$ cat config.mk
export PLATFORM = sky130hd
export DESIGN_NAME = quaternion_gyro_integrate_flat
export DESIGN_NICKNAME = d
export VERILOG_FILES = /design/src/design/qgi_pkg.sv /design/src/design/qgi_if.sv /design/src/design/quaternion_gyro_integrate.sv /design/src/design/qgi_mul.sv /design/src/flat_wrapper.sv
export SDC_FILE = /design/constraint.sdc
export NUM_CORES = 2
export LEC_CHECK = 0
export ABC_AREA = 0
export BUFFER_PORTS_ARGS = -buffer_cell sky130_fd_sc_hd__buf_2
export CAP_MARGIN = 20
export CORE_AREA = 2 2 493 495
export DETAILED_ROUTE_END_ITERATION = 8
export DIE_AREA = 0 0 495 497
export PLACE_DENSITY_LB_ADDON = 0.08
export SLEW_MARGIN = 15
export SYNTH_ARGS = -nofsm -noshare
export SYNTH_HDL_FRONTEND = slang
export SYNTH_SLANG_ARGS = --single-unit
$ cat constraint.sdc
create_clock -name i_clk -period 26.4 [get_ports i_clk]
set_clock_uncertainty 0.2 [all_clocks]
set_input_delay 1.32 -clock i_clk [delete_from_list [all_inputs] [get_ports i_clk]]
set_output_delay 1.32 -clock i_clk [all_outputs]
set_load 0.02 [all_outputs]
$ cat src/design/qgi_pkg.sv
package qgi_pkg;

    // Fixed widths of the sample and result words.
    localparam int RATE_W = 23;
    localparam int DT_W   = 16;
    localparam int ATT_W  = 32;

    // Half-angle gain: pi / 360e9 scaled by 2^61.
    localparam int                GAIN_W  = 25;
    localparam logic [GAIN_W-1:0] DQ_GAIN = 25'd20122276;

    // |rate| * interval is split in two halves for the gain multiply.
    localparam int P_W    = 38;
    localparam int P_LO_W = 19;
    localparam int HACC_W = 64;

    localparam int                STEP_W    = 5;
    localparam logic [STEP_W-1:0] LAST_STEP = 5'd31;

    // Rate axes and quaternion components.
    localparam logic [1:0] AX_X = 2'd0;
    localparam logic [1:0] AX_Y = 2'd1;
    localparam logic [1:0] AX_Z = 2'd2;
    localparam logic [1:0] C_W  = 2'd0;
    localparam logic [1:0] C_X  = 2'd1;
    localparam logic [1:0] C_Y  = 2'd2;
    localparam logic [1:0] C_Z  = 2'd3;
    localparam logic       ADD  = 1'b0;
    localparam logic       SUB  = 1'b1;

    typedef enum logic [2:0] {
        K_NOP,
        K_RATE,
        K_GAIN_LO,
        K_GAIN_HI,
        K_QUAT,
        K_SQUARE,
        K_NEWTON,
        K_FINAL
    } t_kind;

    typedef struct packed {
        t_kind      kind;
        logic [1:0] axis;
        logic [1:0] qi;
        logic [1:0] vi;
        logic       sub;
    } t_op;

    typedef struct packed {
        t_op  op;
        logic neg;
    } t_tag;

    function automatic t_op mk(input t_kind kind, input logic [1:0] axis,
                               input logic [1:0] qi, input logic [1:0] vi,
                               input logic sub);
        t_op op;
        op.kind = kind;
        op.axis = axis;
        op.qi   = qi;
        op.vi   = vi;
        op.sub  = sub;
        return op;
    endfunction

    // Operation issued to the shared multiplier at each sequencer step.
    // A result is written back in the step after its issue, so an operation that
    // takes a result as an operand is issued only after that result is written back.
    function automatic t_op op_at(input logic [STEP_W-1:0] step);
        t_op op;
        op = mk(K_NOP, AX_X, C_W, C_W, ADD);
        case (step)
            5'd0:  op = mk(K_RATE,    AX_X, C_W, C_W, ADD);
            5'd1:  op = mk(K_RATE,    AX_Y, C_W, C_W, ADD);
            5'd2:  op = mk(K_RATE,    AX_Z, C_W, C_W, ADD);
            5'd3:  op = mk(K_GAIN_LO, AX_X, C_W, C_W, ADD);
            5'd4:  op = mk(K_GAIN_HI, AX_X, C_W, C_W, ADD);
            5'd5:  op = mk(K_GAIN_LO, AX_Y, C_W, C_W, ADD);
            5'd6:  op = mk(K_GAIN_HI, AX_Y, C_W, C_W, ADD);
            5'd7:  op = mk(K_GAIN_LO, AX_Z, C_W, C_W, ADD);
            5'd8:  op = mk(K_GAIN_HI, AX_Z, C_W, C_W, ADD);
            5'd9:  op = mk(K_QUAT,    AX_X, C_X, C_W, SUB);
            5'd10: op = mk(K_QUAT,    AX_X, C_W, C_X, ADD);
            5'd11: op = mk(K_QUAT,    AX_X, C_Z, C_Y, ADD);
            5'd12: op = mk(K_QUAT,    AX_X, C_Y, C_Z, SUB);
            5'd13: op = mk(K_QUAT,    AX_Y, C_Y, C_W, SUB);
            5'd14: op = mk(K_QUAT,    AX_Y, C_Z, C_X, SUB);
            5'd15: op = mk(K_QUAT,    AX_Y, C_W, C_Y, ADD);
            5'd16: op = mk(K_QUAT,    AX_Y, C_X, C_Z, ADD);
            5'd17: op = mk(K_QUAT,    AX_Z, C_Z, C_W, SUB);
            5'd18: op = mk(K_QUAT,    AX_Z, C_Y, C_X, ADD);
            5'd19: op = mk(K_QUAT,    AX_Z, C_X, C_Y, SUB);
            5'd20: op = mk(K_QUAT,    AX_Z, C_W, C_Z, ADD);
            5'd21: op = mk(K_SQUARE,  AX_X, C_W, C_W, ADD);
            5'd22: op = mk(K_SQUARE,  AX_X, C_W, C_X, ADD);
            5'd23: op = mk(K_SQUARE,  AX_X, C_W, C_Y, ADD);
            5'd24: op = mk(K_SQUARE,  AX_X, C_W, C_Z, ADD);
            5'd25: op = mk(K_NEWTON,  AX_X, C_W, C_W, ADD);
            5'd26: op = mk(K_NOP,     AX_X, C_W, C_W, ADD);
            5'd27: op = mk(K_FINAL,   AX_X, C_W, C_W, ADD);
            5'd28: op = mk(K_FINAL,   AX_X, C_W, C_X, ADD);
            5'd29: op = mk(K_FINAL,   AX_X, C_W, C_Y, ADD);
            5'd30: op = mk(K_FINAL,   AX_X, C_W, C_Z, ADD);
            default: op = mk(K_NOP,   AX_X, C_W, C_W, ADD);
        endcase
        return op;
    endfunction

endpackage

$ cat src/design/qgi_if.sv
interface qgi_in_if import qgi_pkg::*; ();
    logic                     valid;
    logic                     ready;
    logic signed [RATE_W-1:0] rate_x;
    logic signed [RATE_W-1:0] rate_y;
    logic signed [RATE_W-1:0] rate_z;
    logic        [DT_W-1:0]   interval_us;

    modport source (output valid, rate_x, rate_y, rate_z, interval_us, input ready);
    modport sink   (input valid, rate_x, rate_y, rate_z, interval_us, output ready);
endinterface

interface qgi_out_if import qgi_pkg::*; ();
    logic                    valid;
    logic                    ready;
    logic signed [ATT_W-1:0] att_w;
    logic signed [ATT_W-1:0] att_x;
    logic signed [ATT_W-1:0] att_y;
    logic signed [ATT_W-1:0] att_z;

    modport source (output valid, att_w, att_x, att_y, att_z, input ready);
    modport sink   (input valid, att_w, att_x, att_y, att_z, output ready);
endinterface

$ cat src/design/quaternion_gyro_integrate.sv
// Channel   Dir  Word                                     Handshake
// i_gyro    in   rate_x, rate_y, rate_z, interval_us      valid/ready
// o_att     out  att_w, att_x, att_y, att_z (signed Q)    valid/ready
//
// A sample is accepted in the idle cycle, then 32 sequencer steps feed one
// unsigned multiplier, and the emit state loads the output register. A new
// sample is accepted only after the last word has been loaded for output.
// Reset sets the stored attitude to identity and empties the output.
// A result waits in the output register; if it is still unread when the
// next one is ready, the sequencer holds until the word is taken.
module quaternion_gyro_integrate import qgi_pkg::*; #(
    parameter int QUAT_FRAC_BITS = 30
) (
    input  logic      i_clk,
    input  logic      i_rst_n,
    qgi_in_if.sink    i_gyro,
    qgi_out_if.source o_att
);

    localparam int Q  = QUAT_FRAC_BITS;
    localparam int QW = Q + 2;
    localparam int MW = (Q + 2 > GAIN_W) ? Q + 2 : GAIN_W;
    localparam int PW = 2 * MW;
    localparam int AW = Q + 6;
    localparam int NW = Q + 6;
    localparam int RW = Q + 7;
    localparam int FW = Q + 4;
    localparam int SH = 61 - Q;

    localparam logic signed [QW-1:0] ONE_Q      = QW'(64'd1 << Q);
    localparam logic        [FW-1:0] ONE_MAG    = FW'(64'd1 << Q);
    localparam logic signed [AW-1:0] V_LIM      = AW'((64'd1 << (Q + 2)) - 64'd1);
    localparam logic signed [AW-1:0] V_LIM_N    = -V_LIM;
    localparam logic        [PW:0]   RND_Q      = (PW + 1)'(64'd1 << (Q - 1));
    localparam logic [HACC_W-1:0]    RND_D      = HACC_W'(64'd1 << (SH - 1));
    localparam logic signed [RW-1:0] THREE_HALF = RW'(64'd3 << (Q - 1));
    localparam logic signed [RW-1:0] R_MIN      = RW'(-(64'sd1 <<< (Q + 1)));
    localparam logic        [QW-1:0] R_MIN_MAG  = QW'(64'd1 << (Q + 1));

    typedef enum logic [2:0] {
        S_IDLE = 3'b001,
        S_RUN  = 3'b010,
        S_EMIT = 3'b100
    } t_state;

    t_state                   r_state;
    logic [STEP_W-1:0]        r_step;
    logic                     r_out_valid;
    logic signed [RATE_W-1:0] r_rate [3];
    logic [DT_W-1:0]          r_dt;
    logic [P_W-1:0]           r_p    [3];
    logic [HACC_W-1:0]        r_hacc;
    logic [QW-1:0]            r_dmag [3];
    logic                     r_dneg [3];
    logic signed [QW-1:0]     r_att  [4];
    logic signed [AW-1:0]     r_v    [4];
    logic [NW-1:0]            r_n;
    logic [QW-1:0]            r_rmag;
    logic                     r_rneg;
    logic signed [QW-1:0]     r_out  [4];

    logic                     accept;
    logic                     emit_go;
    t_op                      iss_op;
    t_tag                     iss_tag;
    logic [MW-1:0]            mul_a;
    logic [MW-1:0]            mul_b;
    logic [PW-1:0]            prod;
    t_tag                     wb_tag;

    logic [RATE_W-1:0]        rate_mag [3];
    logic [QW-1:0]            att_mag  [4];
    logic [QW-1:0]            v_mag    [4];
    logic                     v_neg    [4];

    logic [PW:0]              tq;
    logic signed [AW-1:0]     q_term;
    logic [HACC_W-1:0]        d_sum;
    logic [NW-1:0]            n_half;
    logic signed [RW-1:0]     r_full;
    logic [FW-1:0]            f_mag;
    logic [QW-1:0]            f_sat;
    logic signed [QW-1:0]     f_out;

    assign accept       = i_gyro.valid && (r_state == S_IDLE);
    assign i_gyro.ready = (r_state == S_IDLE);
    assign emit_go      = (r_state == S_EMIT) && (!r_out_valid || o_att.ready);

    // Sequencer.
    always_ff @(posedge i_clk) begin
        if (!i_rst_n) begin
            r_state     <= S_IDLE;
            r_step      <= '0;
            r_out_valid <= 1'b0;
        end else begin
            case (r_state)
                S_IDLE: begin
                    if (i_gyro.valid) begin
                        r_state <= S_RUN;
                        r_step  <= '0;
                    end
                end
                S_RUN: begin
                    if (r_step == LAST_STEP) begin
                        r_state <= S_EMIT;
                    end else begin
                        r_step <= r_step + 1'b1;
                    end
                end
                S_EMIT: begin
                    if (emit_go) begin
                        r_state <= S_IDLE;
                    end
                end
                default: r_state <= S_IDLE;
            endcase
            if (emit_go) begin
                r_out_valid <= 1'b1;
            end else if (o_att.ready) begin
                r_out_valid <= 1'b0;
            end
        end
    end

    // Magnitudes for the operand select; vector parts are clamped first.
    always_comb begin
        for (int i = 0; i < 3; i++) begin
            rate_mag[i] = r_rate[i][RATE_W-1] ? RATE_W'(-r_rate[i]) : RATE_W'(r_rate[i]);
        end
        for (int i = 0; i < 4; i++) begin
            att_mag[i] = r_att[i][QW-1] ? QW'(-r_att[i]) : QW'(r_att[i]);
            v_neg[i]   = r_v[i][AW-1];
            if (r_v[i] > V_LIM || r_v[i] < V_LIM_N) begin
                v_mag[i] = {QW{1'b1}};
            end else if (v_neg[i]) begin
                v_mag[i] = QW'(-r_v[i]);
            end else begin
                v_mag[i] = QW'(r_v[i]);
            end
        end
    end

    // Operand select for the shared multiplier.
    always_comb begin
        iss_op = op_at(r_step);
        if (r_state != S_RUN) begin
            iss_op.kind = K_NOP;
        end
        mul_a       = '0;
        mul_b       = '0;
        iss_tag.op  = iss_op;
        iss_tag.neg = 1'b0;
        case (iss_op.kind)
            K_RATE: begin
                mul_a       = MW'(rate_mag[iss_op.axis]);
                mul_b       = MW'(r_dt);
                iss_tag.neg = r_rate[iss_op.axis][RATE_W-1];
            end
            K_GAIN_LO: begin
                mul_a = MW'(r_p[iss_op.axis][P_LO_W-1:0]);
                mul_b = MW'(DQ_GAIN);
            end
            K_GAIN_HI: begin
                mul_a = MW'(r_p[iss_op.axis][P_W-1:P_LO_W]);
                mul_b = MW'(DQ_GAIN);
            end
            K_QUAT: begin
                mul_a       = MW'(r_dmag[iss_op.axis]);
                mul_b       = MW'(att_mag[iss_op.qi]);
                iss_tag.neg = r_dneg[iss_op.axis] ^ r_att[iss_op.qi][QW-1] ^ iss_op.sub;
            end
            K_SQUARE: begin
                mul_a = MW'(v_mag[iss_op.vi]);
                mul_b = MW'(v_mag[iss_op.vi]);
            end
            K_FINAL: begin
                mul_a       = MW'(v_mag[iss_op.vi]);
                mul_b       = MW'(r_rmag);
                iss_tag.neg = v_neg[iss_op.vi] ^ r_rneg;
            end
            default: ;
        endcase
    end

    qgi_mul #(
        .MW(MW)
    ) u_mul (
        .i_clk  (i_clk),
        .i_rst_n(i_rst_n),
        .i_a    (mul_a),
        .i_b    (mul_b),
        .i_tag  (iss_tag),
        .o_prod (prod),
        .o_tag  (wb_tag)
    );

    // Write-back arithmetic on the registered product.
    always_comb begin
        tq     = ((PW + 1)'(prod) + RND_Q) >> Q;
        q_term = AW'(tq);
        d_sum  = r_hacc + (HACC_W'(prod) << P_LO_W);
        n_half = r_n >> 1;
        r_full = THREE_HALF - RW'(n_half);
        f_mag  = FW'(tq);
        f_sat  = (f_mag > ONE_MAG) ? QW'(ONE_MAG) : QW'(f_mag);
        f_out  = wb_tag.neg ? QW'(-f_sat) : QW'(f_sat);
    end

    // Stored attitude, rewritten by the final scaling.
    always_ff @(posedge i_clk) begin
        if (!i_rst_n) begin
            r_att[0] <= ONE_Q;
            r_att[1] <= '0;
            r_att[2] <= '0;
            r_att[3] <= '0;
        end else if (wb_tag.op.kind == K_FINAL) begin
            r_att[wb_tag.op.vi] <= f_out;
        end
    end

    always_ff @(posedge i_clk) begin
        if (accept) begin
            r_rate[0] <= i_gyro.rate_x;
            r_rate[1] <= i_gyro.rate_y;
            r_rate[2] <= i_gyro.rate_z;
            r_dt      <= i_gyro.interval_us;
            r_n       <= '0;
            for (int i = 0; i < 4; i++) begin
                r_v[i] <= AW'(r_att[i]);
            end
        end
        case (wb_tag.op.kind)
            K_RATE: begin
                r_p[wb_tag.op.axis]    <= prod[P_W-1:0];
                r_dneg[wb_tag.op.axis] <= wb_tag.neg;
            end
            K_GAIN_LO: r_hacc <= HACC_W'(prod) + RND_D;
            K_GAIN_HI: r_dmag[wb_tag.op.axis] <= QW'(d_sum >> SH);
            K_QUAT: begin
                if (wb_tag.neg) begin
                    r_v[wb_tag.op.vi] <= r_v[wb_tag.op.vi] - q_term;
                end else begin
                    r_v[wb_tag.op.vi] <= r_v[wb_tag.op.vi] + q_term;
                end
            end
            K_SQUARE: r_n <= r_n + NW'(tq);
            K_NEWTON: begin
                // Newton factor from seed one, limited from below.
                if (r_full < R_MIN) begin
                    r_rmag <= R_MIN_MAG;
                    r_rneg <= 1'b1;
                end else begin
                    r_rmag <= r_full[RW-1] ? QW'(-r_full) : QW'(r_full);
                    r_rneg <= r_full[RW-1];
                end
            end
            default: ;
        endcase
        if (emit_go) begin
            for (int i = 0; i < 4; i++) begin
                r_out[i] <= r_att[i];
            end
        end
    end

    assign o_att.valid = r_out_valid;
    assign o_att.att_w = ATT_W'(r_out[0]);
    assign o_att.att_x = ATT_W'(r_out[1]);
    assign o_att.att_y = ATT_W'(r_out[2]);
    assign o_att.att_z = ATT_W'(r_out[3]);

endmodule

$ cat src/design/qgi_mul.sv
module qgi_mul import qgi_pkg::*; #(
    parameter int MW = 32
) (
    input  logic            i_clk,
    input  logic            i_rst_n,
    input  logic [MW-1:0]   i_a,
    input  logic [MW-1:0]   i_b,
    input  t_tag            i_tag,
    output logic [2*MW-1:0] o_prod,
    output t_tag            o_tag
);

    logic [2*MW-1:0] r_prod;
    t_tag            r_tag;

    // The tag travels with its product so write-back knows where it goes.
    always_ff @(posedge i_clk) begin
        if (!i_rst_n) begin
            r_tag <= '0;
        end else begin
            r_tag <= i_tag;
        end
    end

    always_ff @(posedge i_clk) begin
        r_prod <= (2*MW)'(i_a) * (2*MW)'(i_b);
    end

    assign o_prod = r_prod;
    assign o_tag  = r_tag;

endmodule

$ cat src/flat_wrapper.sv
// flat-port wrapper written by rule: the top's interface ports become plain ports
module quaternion_gyro_integrate_flat import qgi_pkg::*;
#(
    parameter int QUAT_FRAC_BITS = 30
)
  (i_clk, i_rst_n, i_gyro_valid, i_gyro_rate_x, i_gyro_rate_y, i_gyro_rate_z, i_gyro_interval_us, i_gyro_ready, o_att_valid, o_att_att_w, o_att_att_x, o_att_att_y, o_att_att_z, o_att_ready);
  qgi_in_if i_gyro_i ();
  qgi_out_if o_att_i ();
  input  logic i_clk;
  input  logic i_rst_n;
  input wire logic [$bits(i_gyro_i.valid)-1:0] i_gyro_valid;
  input wire logic [$bits(i_gyro_i.rate_x)-1:0] i_gyro_rate_x;
  input wire logic [$bits(i_gyro_i.rate_y)-1:0] i_gyro_rate_y;
  input wire logic [$bits(i_gyro_i.rate_z)-1:0] i_gyro_rate_z;
  input wire logic [$bits(i_gyro_i.interval_us)-1:0] i_gyro_interval_us;
  output wire logic [$bits(i_gyro_i.ready)-1:0] i_gyro_ready;
  output wire logic [$bits(o_att_i.valid)-1:0] o_att_valid;
  output wire logic [$bits(o_att_i.att_w)-1:0] o_att_att_w;
  output wire logic [$bits(o_att_i.att_x)-1:0] o_att_att_x;
  output wire logic [$bits(o_att_i.att_y)-1:0] o_att_att_y;
  output wire logic [$bits(o_att_i.att_z)-1:0] o_att_att_z;
  input wire logic [$bits(o_att_i.ready)-1:0] o_att_ready;
  assign i_gyro_i.valid = i_gyro_valid;
  assign i_gyro_i.rate_x = i_gyro_rate_x;
  assign i_gyro_i.rate_y = i_gyro_rate_y;
  assign i_gyro_i.rate_z = i_gyro_rate_z;
  assign i_gyro_i.interval_us = i_gyro_interval_us;
  assign i_gyro_ready = i_gyro_i.ready;
  assign o_att_valid = o_att_i.valid;
  assign o_att_att_w = o_att_i.att_w;
  assign o_att_att_x = o_att_i.att_x;
  assign o_att_att_y = o_att_i.att_y;
  assign o_att_att_z = o_att_i.att_z;
  assign o_att_i.ready = o_att_ready;
  quaternion_gyro_integrate #(.QUAT_FRAC_BITS(QUAT_FRAC_BITS)) u_core (.i_clk(i_clk), .i_rst_n(i_rst_n), .i_gyro(i_gyro_i), .o_att(o_att_i));
endmodule
After elaboration in Yosys (flattened, before gate mapping)
Memory sizes are Yosys's and may differ from the RTL's. A register that Yosys moved wholly into a read port is not among the register bits.
Cells that the tools add are included.
{"block": "op_classes", "mux": 70, "eq_ne": 22, "add_sub_neg": 21, "order_cmp": 13, "mul": 1, "n_bitwise": 7, "reduce_logical": 16}
{"op": "32-bit 2-to-1 mux", "n": 20}
{"op": "32-bit negation", "n": 10}
{"op": "32-bit case mux with 5 select lines", "n": 2}
{"op": "36-bit by 33-bit greater-than comparator with 1-bit output, second input constant", "n": 4}
{"op": "36-bit by 33-bit less-than comparator with 1-bit output, second input constant", "n": 4}
{"op": "32-bit binary-select mux with 2-bit select", "n": 2}
{"op": "23-bit 2-to-1 mux", "n": 5}
{"op": "36-bit 2-to-1 mux", "n": 3}
{"op": "23-bit negation", "n": 3}
{"op": "64-bit by 30-bit adder with 65-bit output, second input constant", "n": 1}
{"op": "32-bit by 32-bit multiplier with 64-bit output", "n": 1}
{"op": "63-bit by 31-bit adder with 63-bit output, second input constant", "n": 1}
{"op": "63-bit adder", "n": 1}
{"op": "23-bit binary-select mux with 2-bit select", "n": 1}
{"op": "36-bit by 35-bit adder with 36-bit output", "n": 1}
{"op": "36-bit adder", "n": 1}
{"op": "36-bit by 32-bit less-than comparator with 1-bit output, second input constant", "n": 1}
{"op": "31-bit by 35-bit subtractor with 36-bit output, first input constant", "n": 1}
{"op": "36-bit subtractor", "n": 1}
{"op": "34-bit by 31-bit greater-than comparator with 1-bit output, second input constant", "n": 1}
{"op": "32-bit OR reduction", "n": 1}
{"op": "3-bit == test, second input constant", "n": 8}
{"op": "1-bit 2-to-1 mux", "n": 23}
{"op": "5-bit 2-to-1 mux", "n": 4}
{"op": "other kinds (23)", "n": 50}
{"block": "totals", "inputBits": 89, "mem_bits_ro": 320, "n_memories": 8, "elab_cells": 171, "mem_bits_rw": 682, "reg_bits": 229}
{"name": "(name not given)", "words": 32, "word_bits": 10, "read_ports": 1, "rd_clocked_by_memory_dff": 1, "wr": 0, "line": "qgi_pkg.sv:73", "text": "case (step)"}
{"name": "u_core.r_v", "words": 4, "word_bits": 36, "read_ports": 5, "rd_clocked_by_memory_dff": 1, "wr": 5, "line": "quaternion_gyro_integrate.sv:56", "text": "logic signed [AW-1:0] r_v [4];"}
{"name": "u_core.r_att", "words": 4, "word_bits": 32, "read_ports": 5, "rd_clocked_by_memory_dff": 0, "wr": 4, "line": "quaternion_gyro_integrate.sv:55", "text": "logic signed [QW-1:0] r_att [4];"}
{"name": "u_core.r_out", "words": 4, "word_bits": 32, "read_ports": 4, "rd_clocked_by_memory_dff": 0, "wr": 4, "line": "quaternion_gyro_integrate.sv:60", "text": "logic signed [QW-1:0] r_out [4];"}
{"name": "u_core.r_p", "words": 3, "word_bits": 38, "read_ports": 1, "rd_clocked_by_memory_dff": 0, "wr": 1, "line": "quaternion_gyro_integrate.sv:51", "text": "logic [P_W-1:0] r_p [3];"}
{"name": "u_core.r_dmag", "words": 3, "word_bits": 32, "read_ports": 1, "rd_clocked_by_memory_dff": 0, "wr": 1, "line": "quaternion_gyro_integrate.sv:53", "text": "logic [QW-1:0] r_dmag [3];"}
{"name": "2 more memories"}

Depth between registers and ports, before layout
An unclocked memory read counts as a cell.
{"block": "depth", "word_depth": 9, "ltp_mapped": 41, "mapped_depth_nobuf": 39}

By module
From an unflattened synthesis, not the netlist that was laid out.
{"block": "hier_totals", "hier_cells": 8526, "area_unflattened_um2": 84828.9}
{"module": "quaternion_gyro_integrate", "cells_per_inst": 4694, "n_inst": 1, "area_each_um2": 49841.6}
{"module": "qgi_mul", "cells_per_inst": 3832, "n_inst": 1, "area_each_um2": 34987.3}

Least setup slack after synthesis
OpenSTA, ideal clock, no wires.
{"block": "synth_timing", "path_kind": "register to register", "startpoint": "memory u_core.r_v[0][10] in the netlist's numbering", "endpoint": "register u_core.u_mul.r_prod[45], in the netlist u_core.u_mul.o_prod[45]", "stages_incl_launch_ff": 37, "required_ps": 26121, "setup_slack_ps": 15963, "n_path_buf": 3, "t_arrival_ps": 10157, "path_cell_list": "edfxtp_1 > or4_1 > nor4b_1 > nand3b_1 > o31ai_1 > a21oi_1 > buf_2 > clkbuf_1 > a221oi_1 > nor2_1 > o221ai_1 > clkbuf_1 > nand2_1 > fa_1 > inv_1 > fa_1 > inv_1 > fa_1 > fa_1 > fa_1 > inv_1 > fa_1 > fa_1 > inv_1 > fa_1 > inv_1 > ha_1 > a21o_1 > a21oi_1 > o21ai_0 > a311oi_1 > nor2_1 > o31ai_1 > a21boi_0 > o21ai_0 > or4b_2 > o211ai_1"}
{"item": "start, declared", "line": "quaternion_gyro_integrate.sv:56"}
{"item": "end signal, assigned", "line": "qgi_mul.sv:26", "text": "r_prod <= (2*MW)'(i_a) * (2*MW)'(i_b);"}
{"item": "end, declared", "line": "qgi_mul.sv:13", "text": "logic [2*MW-1:0] r_prod;"}

==> flow_summary.yaml <==
critical_path:
  cp_data_arrival_time_ps: 13880
  r2r_cells: 35
  r2r-start: "u_core.r_v[3][8]"
  crit_path_max_incr_delay_ps: 860
  critical_path_buf_inv_count: 7
  critPathMostFrequentCell: "fa_1"
  worst_setup_path_start_kind: "register"
  critPathKind: "reg -> reg"
  worstSetupStartpoint: "u_core.r_v[3][8]"
  endpoint_kind: "register"
  slowest_stage: "nor4_1"
  crit_path_end: "u_core.u_mul.o_prod[56]"
  cp.required_ps: 26830
  cp_top_family: "adder cells"
  cp_max_fo: 33
  reg2reg_slack_ps: 12960
  r2r_end: "u_core.u_mul.o_prod[56]"
  crit_cells: 35
placement:
  place_inst: 11650
  place.gp.congestion: 0.9438
  placement.io_buffers: 218
  hpwlAfterDp_um: 270800
  dp_slack_ps: 13250
die:
  pin_count: 219
  die-area_um2: 246000
  rows: 180
  initial_utilization_pct: 34.87
  fp.dieH_um: 497
  core_area_um2: 240100
  die_w_um: 495
sta:
  hold_violations: 0
  setup_violations: 0
  min_period_over_period_pct: 50.91
  rsz0062_at_grt: "false"
  fin_ws_ps: 12960
  worstMarginPinSlew_ps: 1204
  min_period_ps: 13440
  finalSetupTns_ps: 0
  drv_slew: 0
  whs_ps: 307.8
  fmax_ghz: 0.07440
  relSlewSlack_pct: 19.76
grt:
  grt_max_degree: 78
  gr-usage-all-layers_pct: 28.25
  antenna_found_initial: 10
  grt_pass1_vias: 66400
  grt_first_pass_wirelength_um: 500500
  overflow: 0
yosys:
  synth_cell_types: 100
  netlist.area_leader.share_pct: 29.09
  async_flop_share_pct: 0
  ys_seq_elements: 902
  synth_cells: 8432
  yosysWarnings: 0
  ys_seq_area_share_pct: 31.26
  syn_nets: 9821
  syn-cell-area_um2: 83720
  synth_edf_count: 811
  synth.cells.most_frequent: "inv_1, nor2_1, fa_1"
  synthFlopType: "edfxtp_1"
  syn-mean-instance-area_um2: 9.929
  yosysMostFrequentCell: "inv_1"
  synth_area_leaders: "edfxtp_1, fa_1, ha_1"
  synth_top_area_cell: "edfxtp_1"
finish:
  drive_above_1_share_pct: 10.87
  register_area_um2: 26190
  area_delta_synth_final_pct: 11.42
  multiInputGateArea_um2: 52360
  fin_nets: 9962
  stdcell_count: 11860
  fillCellCount: 23920
clock_network:
  clk_latency_ps: 830
  cts_hold_buf: 0
  cts_sinks: 902
  root_buffer: "clkbuf_16"
  ctsResizeCount: 0
  cts_tree: "done"
  cts_max_level: 3
  postCtsSetupBuffers: 0
  clkTransAtPathRegs_ps: 60
  numCtsBuffers: 108
  cts_max_path_buffers: 3
routing:
  drt_iter0_markers: 6224
  vias: 65890
  drt_pass1_iterations: 8
  routedWlPerCell_um: 29.52
  vias_per_cell: 5.557
  routed_wl_um: 350100
  drc: 0
  drtAntennaViolNets: 0
hold_path:
  hp-class: "reg -> reg"
outcome:
  outcome: "finished clean"
pwr:
  power_density_nw_per_um2: 38.69
  p_leak_nw: 39.45
  ir_drop_v: 0.00005890
job:
  maxCapViolCount: 0
## cell families (layout without fill, tap and decap cells)
logic type	count (synthesis)	in the layout	synth area share, %
mux	237	237	3.887
buf+inv	1497	1733	6.784
other cells	0	4	0
xor+xnor	600	600	6.277
flops	902	902	31.26
simple gates	2656	2656	14.32
fa+ha+maj	1300	1300	27.48
compound gates	1240	1240	9.986
## flip-flops by register name, summed over array words and instances (netlist names), 8 cells and up, named ones only
signal,count
u_core.r_n,36
u_core.u_mul.o_tag,8
u_core.r_att,128
u_core.r_dt,16
u_core.r_dmag,96
u_core.u_mul.o_prod,64
u_core.r_rmag,32
u_core.r_rate,69
u_core.r_out,128
u_core.r_v,144
u_core.r_p,114
u_core.r_hacc,44
## through the flow
step           utilization [%]  total power [mW]  area, µm²
2_1_floorplan                -             1.828      83720
3_3_place_gp             37.21             1.966      89320
6_report                 38.86             3.609      93280
4_1_cts                  38.85             3.628      93270
3_5_place_dp             37.21             1.966      89340
5_1_grt                  38.85             3.703      93280
## cell type report
cell class	instances	area share, %
antenna	4	0.01073
multi-input combinational	6033	56.13
sequential	902	28.07
clock inverter	75	1.162
tap	3185	4.272
clock buffer	130	3.053
inverter	1097	4.417
timing repair buffer	431	2.881
## where the power goes
group          internal (mW)  leakage (nW)  switching (mW)
registers               1.59          8.46          0.0668
clock network          0.982          1.91           0.684
logic                 0.0959          29.1           0.190
total                   2.67          39.5           0.940
## metal layers
metal  routed length (µm)  track usage, %  share of wire, %
met4                14050           10.02               4.0
met3                21570           3.787               6.2
met5                   34               0            0.0097
met1               152800           39.21                44
met2               161600           45.06                46
## cell usage in the layout (no fill, tap or decap), drive strengths merged, types with 61 or more instances in the layout
cell / synthesis / final
a21o: 99 / 99
a21oi: 219 / 219
a221oi: 64 / 64
buf: 74 / 430
clkbuf: 326 / 131
dfxtp: 91 / 91
edfxtp: 811 / 811
fa: 898 / 898
ha: 402 / 402
inv: 1091 / 1096
mux2: 95 / 95
mux2i: 81 / 81
mux4: 61 / 61
nand2: 875 / 875
nand2b: 68 / 68
nand3: 102 / 102
nor2: 1006 / 1006
nor3: 95 / 95
nor4: 62 / 62
o21ai: 321 / 321
o31ai: 112 / 112
or2: 68 / 68
or3: 62 / 62
or4: 62 / 62
xnor2: 253 / 253
xor2: 347 / 347
## worst min path at each step
stage                                     to              startpoint  slack [ps]  depth (start not counted)
after floorplan             u_core.r_p[0][0]  u_core.u_mul.o_prod[0]         240                          0
after global placement      u_core.r_p[1][0]  u_core.u_mul.o_prod[0]         280                          0
after detailed placement    u_core.r_p[0][0]  u_core.u_mul.o_prod[0]         280                          0
after CTS                   u_core.r_p[0][1]  u_core.u_mul.o_prod[1]         290                          0
after global routing        u_core.r_p[0][1]  u_core.u_mul.o_prod[1]         320                          0
final                     u_core.r_out[2][6]      u_core.r_att[2][6]         310                          0
(Power assumes the default switching activity.)
